File: config.mk
export PLATFORM = sky130hd
export DESIGN_NAME = tfoc_parser
export DESIGN_NICKNAME = d
export VERILOG_FILES = /design/src/hw/rtl/tfoc_pkg.sv /design/src/hw/rtl/tfoc_parser.sv
export SDC_FILE = /design/constraint.sdc
export NUM_CORES = 1
export LEC_CHECK = 0
export ABC_CLOCK_PERIOD_IN_PS = 3630
export BUFFER_PORTS_ARGS = -buffer_cell sky130_fd_sc_hd__buf_2
export CAP_MARGIN = 20
export CORE_UTILIZATION = 57
export DETAILED_ROUTE_END_ITERATION = 8
export PLACE_DENSITY = 0.8
export SLEW_MARGIN = 25
export SYNTH_ARGS = -nofsm -noshare
export SYNTH_HDL_FRONTEND = slang
export SYNTH_SLANG_ARGS = --single-unit
File: constraint.sdc
create_clock -name clk -period 3.63 [get_ports clk]
set_input_delay 0.1815 -clock clk [delete_from_list [all_inputs] [get_ports clk]]
set_output_delay 0.1815 -clock clk [all_outputs]
set_load 0.02 [all_outputs]
File: src/hw/rtl/tfoc_pkg.sv
// Shared types, constants and SipHash helpers for the TFO cookie checker.
`timescale 1ns / 1ps
package tfoc_pkg;

	localparam logic CMD_START = 1'b0;
	localparam logic CMD_BYTE  = 1'b1;

	localparam int          CFG_INDEX_W     = 2;
	localparam logic [1:0]  REG_KEY_ENABLED = 2'd0;
	localparam logic [1:0]  REG_KEY_LOW     = 2'd1;
	localparam logic [1:0]  REG_KEY_HIGH    = 2'd2;

	localparam logic [7:0]  KIND_EOL = 8'd0;
	localparam logic [7:0]  KIND_NOP = 8'd1;
	localparam logic [7:0]  KIND_TFO = 8'd34;
	localparam logic [7:0]  TFO_LEN  = 8'd6;
	localparam logic [7:0]  LEN_MIN  = 8'd2;
	localparam int          TFO_COOKIE_BYTES = 4;

	localparam logic [31:0] FIXED_COOKIE = 32'hC07F_0001;
	// "ckie" as the upper four message bytes, little-endian
	localparam logic [31:0] MSG_TAIL     = 32'h6569_6B63;

	localparam logic [63:0] SIP_C0  = 64'h736f_6d65_7073_6575;
	localparam logic [63:0] SIP_C1  = 64'h646f_7261_6e64_6f6d;
	localparam logic [63:0] SIP_C2  = 64'h6c79_6765_6e65_7261;
	localparam logic [63:0] SIP_C3  = 64'h7465_6462_7974_6573;
	localparam logic [63:0] SIP_B   = 64'h0800_0000_0000_0000;
	localparam logic [63:0] SIP_FIN = 64'h0000_0000_0000_00FF;

	// two half rounds per SipRound: 2 compression rounds for each of two message blocks + 4 finalization rounds
	localparam int HASH_STAGES = 16;
	localparam int MSG_STAGE   = 4;
	localparam int FIN_STAGE   = 8;

	localparam int QUEUE_DEPTH = 32;

	typedef logic [3:0][63:0] sip_state_t;

	typedef enum logic [2:0] {
		PH_IDLE,
		PH_KIND,
		PH_LEN_OTHER,
		PH_LEN_TFO,
		PH_SKIP,
		PH_COOKIE,
		PH_DRAIN
	} phase_t;

	// one disposition from the parser, in start order
	typedef struct packed {
		logic        drop_prev;
		logic        has_result;
		logic        need_cmp;
		logic [31:0] cookie;
	} rec_t;

	function automatic logic [63:0] rotl(input logic [63:0] x, input int r);
		return (x << r) | (x >> (64 - r));
	endfunction

	function automatic sip_state_t sip_half(input sip_state_t v, input logic second);
		sip_state_t w;
		w = v;
		if (!second) begin
			w[0] = v[0] + v[1];
			w[1] = rotl(v[1], 13) ^ w[0];
			w[0] = rotl(w[0], 32);
			w[2] = v[2] + v[3];
			w[3] = rotl(v[3], 16) ^ w[2];
		end else begin
			w[0] = v[0] + v[3];
			w[3] = rotl(v[3], 21) ^ w[0];
			w[2] = v[2] + v[1];
			w[1] = rotl(v[1], 17) ^ w[2];
			w[2] = rotl(w[2], 32);
		end
		return w;
	endfunction

endpackage

File: src/hw/rtl/tfoc_parser.sv
// Front end: walks the option area byte by byte and emits one disposition per start.
`timescale 1ns / 1ps
module tfoc_parser #(
	parameter int MAX_OPTION_BYTES = 40
) (
	input  logic            clk,
	input  logic            arst_n,
	input  logic            item_accept,
	input  logic            command,
	input  logic [5:0]      option_length,
	input  logic [7:0]      option_byte,
	output logic            rec_push,
	output tfoc_pkg::rec_t  rec
);

	localparam int         REM_W   = $clog2(MAX_OPTION_BYTES + 1);
	localparam logic [5:0] MAX_LEN = 6'(MAX_OPTION_BYTES);

	tfoc_pkg::phase_t phase_q, phase_d;
	logic [REM_W-1:0] rem_q, rem_d;
	logic [REM_W-1:0] skip_q, skip_d;
	logic [31:0]      cap_q, cap_d;
	logic             pend_q, pend_d;

	logic [5:0]       olen_sat;
	logic [REM_W-1:0] olen_rem;
	logic             active;
	logic             len_bad;
	logic [REM_W-1:0] rem_dec;
	logic [REM_W-1:0] skip_dec;
	logic [7:0]       len_body;

	assign olen_sat = (option_length > MAX_LEN) ? MAX_LEN : option_length;
	assign olen_rem = olen_sat[REM_W-1:0];
	assign active   = (phase_q != tfoc_pkg::PH_IDLE) && (rem_q != '0);
	// length must cover kind and length bytes and still fit in the area
	assign len_bad  = (option_byte < tfoc_pkg::LEN_MIN) ||
		({1'b0, option_byte} > (9'(rem_q) + 9'd1));
	assign rem_dec  = rem_q - REM_W'(1);
	assign skip_dec = (skip_q != '0) ? skip_q - REM_W'(1) : skip_q;
	assign len_body = option_byte - tfoc_pkg::LEN_MIN;

	always_comb begin
		phase_d = phase_q;
		if (item_accept) begin
			if (command == tfoc_pkg::CMD_START) begin
				phase_d = (olen_rem == '0) ? tfoc_pkg::PH_IDLE : tfoc_pkg::PH_KIND;
			end else if (!active) begin
				phase_d = tfoc_pkg::PH_IDLE;
			end else begin
				case (phase_q)
					tfoc_pkg::PH_KIND: begin
						if (option_byte == tfoc_pkg::KIND_EOL) begin
							phase_d = tfoc_pkg::PH_DRAIN;
						end else if (option_byte == tfoc_pkg::KIND_NOP) begin
							phase_d = tfoc_pkg::PH_KIND;
						end else if (rem_q == REM_W'(1)) begin
							phase_d = tfoc_pkg::PH_DRAIN;
						end else if (option_byte == tfoc_pkg::KIND_TFO) begin
							phase_d = tfoc_pkg::PH_LEN_TFO;
						end else begin
							phase_d = tfoc_pkg::PH_LEN_OTHER;
						end
					end
					tfoc_pkg::PH_LEN_OTHER, tfoc_pkg::PH_LEN_TFO: begin
						if (len_bad) begin
							phase_d = tfoc_pkg::PH_DRAIN;
						end else if (phase_q == tfoc_pkg::PH_LEN_TFO &&
							option_byte == tfoc_pkg::TFO_LEN) begin
							phase_d = tfoc_pkg::PH_COOKIE;
						end else if (option_byte == tfoc_pkg::LEN_MIN) begin
							phase_d = tfoc_pkg::PH_KIND;
						end else begin
							phase_d = tfoc_pkg::PH_SKIP;
						end
					end
					tfoc_pkg::PH_SKIP: begin
						if (skip_dec == '0) phase_d = tfoc_pkg::PH_KIND;
					end
					tfoc_pkg::PH_COOKIE: begin
						if (skip_dec == '0) phase_d = tfoc_pkg::PH_DRAIN;
					end
					default: phase_d = phase_q;
				endcase
				if (rem_dec == '0) phase_d = tfoc_pkg::PH_IDLE;
			end
		end
	end

	always_comb begin
		rem_d    = rem_q;
		skip_d   = skip_q;
		cap_d    = cap_q;
		pend_d   = pend_q;
		rec_push = 1'b0;
		rec      = '0;
		if (item_accept) begin
			if (command == tfoc_pkg::CMD_START) begin
				rem_d          = olen_rem;
				skip_d         = '0;
				cap_d          = '0;
				pend_d         = 1'b0;
				// an open area is abandoned: its hash gets dropped downstream
				rec.drop_prev  = (phase_q != tfoc_pkg::PH_IDLE);
				rec.has_result = (olen_rem == '0);
				rec_push       = rec.drop_prev || rec.has_result;
			end else if (active) begin
				case (phase_q)
					tfoc_pkg::PH_LEN_OTHER, tfoc_pkg::PH_LEN_TFO: begin
						if (!len_bad) begin
							if (phase_q == tfoc_pkg::PH_LEN_TFO &&
								option_byte == tfoc_pkg::TFO_LEN) begin
								cap_d  = '0;
								skip_d = REM_W'(tfoc_pkg::TFO_COOKIE_BYTES);
							end else if (option_byte != tfoc_pkg::LEN_MIN) begin
								skip_d = len_body[REM_W-1:0];
							end
						end
					end
					tfoc_pkg::PH_SKIP: begin
						skip_d = skip_dec;
					end
					tfoc_pkg::PH_COOKIE: begin
						cap_d  = {cap_q[23:0], option_byte};
						skip_d = skip_dec;
						// compare waits for the hash in the back end
						if (skip_dec == '0) pend_d = 1'b1;
					end
					default: ;
				endcase
				rem_d = rem_dec;
				if (rem_dec == '0) begin
					rec_push       = 1'b1;
					rec.has_result = 1'b1;
					rec.need_cmp   = pend_d;
					rec.cookie     = cap_d;
				end
			end
		end
	end

	always_ff @(posedge clk or negedge arst_n) begin
		if (!arst_n) begin
			phase_q <= tfoc_pkg::PH_IDLE;
			rem_q   <= '0;
			skip_q  <= '0;
			cap_q   <= '0;
			pend_q  <= 1'b0;
		end else begin
			phase_q <= phase_d;
			rem_q   <= rem_d;
			skip_q  <= skip_d;
			cap_q   <= cap_d;
			pend_q  <= pend_d;
		end
	end

endmodule

==> summary.md <==
### Critical path
* cap_q[22] — endpoint of the worst register-to-register path
* 3450 ps — required time worst endpoint
* 15 — worst-path maximum fanout
* 3220 ps — Arr. time, crit path
* compound AO/OA/AOI/OAI gates — Top delay family on crit path
* 10 — Register-to-Register Path Depth
* rem_q[0] — reg-to-reg critical path startpoint
* output pin — endpoint class of the critical path
* 4 — buffers plus inverters on the worst setup path
* 730 ps — Register-to-Register Setup Slack
* 470 ps — peak per-stage delay on the critical path
* inv_1 -> ha_1 -> inv_1 -> ha_1 -> nor2b_1 -> o211ai_1 -> a211o_1 -> a41oi_4 -> buf_4 -> a22oi_1 -> nor2_1 -> buf_2 — list of cells traversed by the critical path
* dfrtp_1 — master of the slowest instance on the critical path
* flop — critical path launch point type
* reg2out — Worst Path Class, Setup

### Floorplanning
* 5610 um2 — Std-Cell Core Area
* 0.600 — initial cell density of the core
* 78.9 um — die height
* 27 — std cell rows
* 54 — IO Pins
* 78.9 um — chip width
* 6220 um2 — floorplan die area

### Logic synthesis
* compound AO/OA/AOI/OAI gates — largest family of logic cells by synthesized area
* 0.0208 — share of the synthesized netlist area taken by xor and xnor gates
* 0.00966 — mux contribution to synthesized area
* 379 — number of instances in the synthesized netlist
* 0.180 — simple-gate share of the synthesized area
* dfrtp_1 — top flip-flop cell by instance count after synthesis
* 0.322 — compound-gate portion of the synthesized area
* 3370 um2 — Mapped Area
* 1.00 — share of flip-flops with an asynchronous set or reset after synthesis
* 0.0557 — post-synthesis adder-cell area fraction
* 48 — number of synthesized register bits
* 0 — Warnings, synthesis
* 0.357 — part of the Yosys area used for sequential elements
* 0 — EDFF count, synth
* 59 — number of distinct library cell variants in the gate-level netlist after synthesis
* 412 — synthesized net count
* 8.88 um2 — synthesized area per cell

### Timing
* 0 — final slew viol count
* 225 ps — final setup margin
* 3400 ps — Final Critical Period
* 0 — number of setup violations in the final report
* 3.91 ps — worst clock skew
* 187 ps — hold slack
* 0 — final hold violations
* 294 MHz — top achievable clock speed
* 684 ps — actual slew at the worst max-slew pin
* 0.542 — tightest slew margin relative to the limit
* no — unrepaired setup endpoints after global routing
* 0 ps — setup_tns
* 0.938 — period utilization

### Final layout
* 456 — nets
* 500 — FILL cells
* 12.6% — area grow syn2layout
* 3790 um2 — cell area after layout
* 0.196 — fraction of layout cells with a size suffix above 1
* 0.676 — final standard cell utilization of the core
* 496 — final non-filler cell total
* 0 — Inserted Diodes
* 1200 um2 — area taken by flip-flops and latches
* 2000 um2 — area of the multi-input gates

### Hold path
* 3 — Hold Path Depth
* option_length[0] — min-delay src
* in2reg — type of the most critical hold path
* rem_q[0] — end of the worst hold path

### Global route
* 0 — total grt overflow
* 49 — pin count of the biggest net entering global routing
* 14.1 mm — global-route wire length before repair
* 0 — number of antenna violations at the first check in global routing
* 0.290 — GRT Util Overall
* 2889 — via count of the first global-routing pass

### Placement
* 6.12 mm — half-perimeter wire length of the detailed placement result
* 0.918 — weighted congestion reported at the end of routability-driven placement
* 3670 um2 — total placed instance area
* 487 — number of placed instances with taps included
* 53 — Buffers on Ports
* 502 ps — Setup Slack @ Placement

### Detailed routing
* 3.96 mm — total met2 wirelength after detailed routing
* 4.00 mm — met1 WL
* 5 — Detailed Routing Iterations Pass 1
* 8.64 mm — Final Routed Wirelength
* 3219 — number of vias after detailed routing
* 0 — number of DRC violations after detailed routing
* met4 — highest signal layer in the routed design
* 17.4 um — Routed WL per cell
* 579 um — detailed-routed wire length on met3
* 0 — number of nets still failing antenna checks after routing
* 216 — First DRT Iteration DRCs
* 6.49 — vias per std cell

### Power and ir drop
* 0.443 — share of total power in combinational logic
* 1.66 nW — Lkg Pwr
* 0.315 mV — Worst VDD drop
* 0.190 — fraction of power consumed by the clock network
* 0.884 mW — Net Sw Power
* 1.19 mW — design internal power
* 0.427 — switching part of the total power
* 2.07 mW — post-layout power
* 546 nW/um2 — Pwr Density
* 0.367 — sequential cell fraction of total power

### Status
* finished, final reports clean — outcome

### CTS
* 310 ps — clock insertion delay at the later pin of the skew report
* 0 — Post-CTS Setup Inserts
* yes — clock tree from TritonCTS
* 2 — maximum root-to-sink buffer count
* 48 — clock tree sinks
* 5 — TritonCTS Buffers
* 2 — CTS H-tree depth
* clkbuf_8 — root buffer selected by CTS
* 90 ps — clock transition at the registers of the reported paths

### Flow run
* 0 — Max Cap Violations

## registers in the layout, summed over array words and instances (netlist names)
name,count
cap_q,32
pend_q,1
phase_q,3
rem_q,6
skip_q,6
## synthesized netlist by cell type, drive strengths merged (3+ instances only)
cell type,n,area [um2]
a21o,4,37.5
o211ai,3,22.5
or3,5,31.3
a211oi,4,30.0
clkbuf,17,63.8
o21ai,29,145
nor3,8,40.0
o22ai,3,18.8
a31oi,4,25.0
inv,19,71.3
o31ai,4,30.0
ha,15,188
nor4,5,46.3
dfrtp,48,1200
a21oi,12,60.1
a22oi,32,240
nand2,17,63.8
a22o,32,280
nand3,7,35.0
nor2b,9,56.3
buf,6,48.8
nand2b,4,25.0
xnor2,3,26.3
nor2,43,161
and2,3,18.8
xor2,5,43.8
## cells in the final DEF, fill, tap and decap left out, drive strengths merged, types with 3 or more instances in the layout
cell    count
a22oi      32
buf        59
clkbuf      6
dfrtp      48
nor3        8
xnor2       3
a211oi      4
o211ai      3
a31oi       4
inv        19
a22o       32
o21ai      29
nand2b      4
xor2        5
nand3       7
a21o        4
and2        3
nor4        5
o22ai       3
o31ai       4
a21oi      12
nor2       43
ha         15
nor2b       9
nand2      17
or3         5
## cell type report
| type | count | area share |
|---|---|---|
| Clock buffer | 6 | 0.0191 |
| Clock inverter | 2 | 0.00924 |
| Multi-Input combinational cell | 289 | 0.527 |
| Inverter | 19 | 0.0188 |
| Tap cell | 72 | 0.0238 |
| Timing Repair Buffer | 60 | 0.0851 |
| Sequential cell | 48 | 0.317 |
## worst reg2reg max path: stages (launching register included)
cell,delay (ps)
dfrtp_1,470
inv_1,130
ha_1,320
inv_1,40
ha_1,270
nor2b_1,130
o211ai_1,110
a211o_1,350
a41oi_4,420
a21o_4,390
a22o_1,200
## cells by family (layout without fill, tap and decap cells)
group                      count (synthesis)  after routing
and+or+nand+nor                          117            117
buffers and inverters                     42             87
muxes                                      3              3
xor gates and xnor gates                   8              8
adders and majority gates                 15             15
AOI/OAI and AO/OA                        146            146
DFF                                       48             48
## per-layer routing
layer  up-vias  GRT usage
li1       1511          -
met1      1558      0.422
met2       138      0.451
met3        12     0.0379
met4         0     0.0855
met5         -          0
## power groups by stage
stage               combinational [mW]  sequential (mW)  clock [mW]
CTS                              0.897            0.755       0.394
floorplan                        0.725            0.701           0
global route                      1.02            0.778       0.406
finish                           0.917            0.761       0.393
detailed placement               0.887            0.764           0
global placement                 0.862            0.760           0
## what timing repair did
| item | in CTS | in global routing |
|---|---|---|
| endpoints found under the setup margin | 0 | 23 |
| hold endpoints to repair | 48 | 0 |
| gates resized for setup | 0 | 3 |
| hold buffers | 1 | 0 |
## how the worst max path moves through the flow
| stage | from | to | slack [ps] | cells past startpoint |
|---|---|---|---|---|
| after CTS | rem_q[2] | rec[15] | 160 | 12 |
| after global routing | rem_q[0] | rec[29] | 10 | 12 |
| after floorplan | rem_q[2] | rec[10] | 760 | 11 |
| after global placement | rem_q[2] | rec[26] | 610 | 12 |
| after detailed placement | rem_q[2] | rec[15] | 500 | 12 |
| final | rem_q[0] | rec[28] | 230 | 12 |
Power figures use the tool's default switching activity.
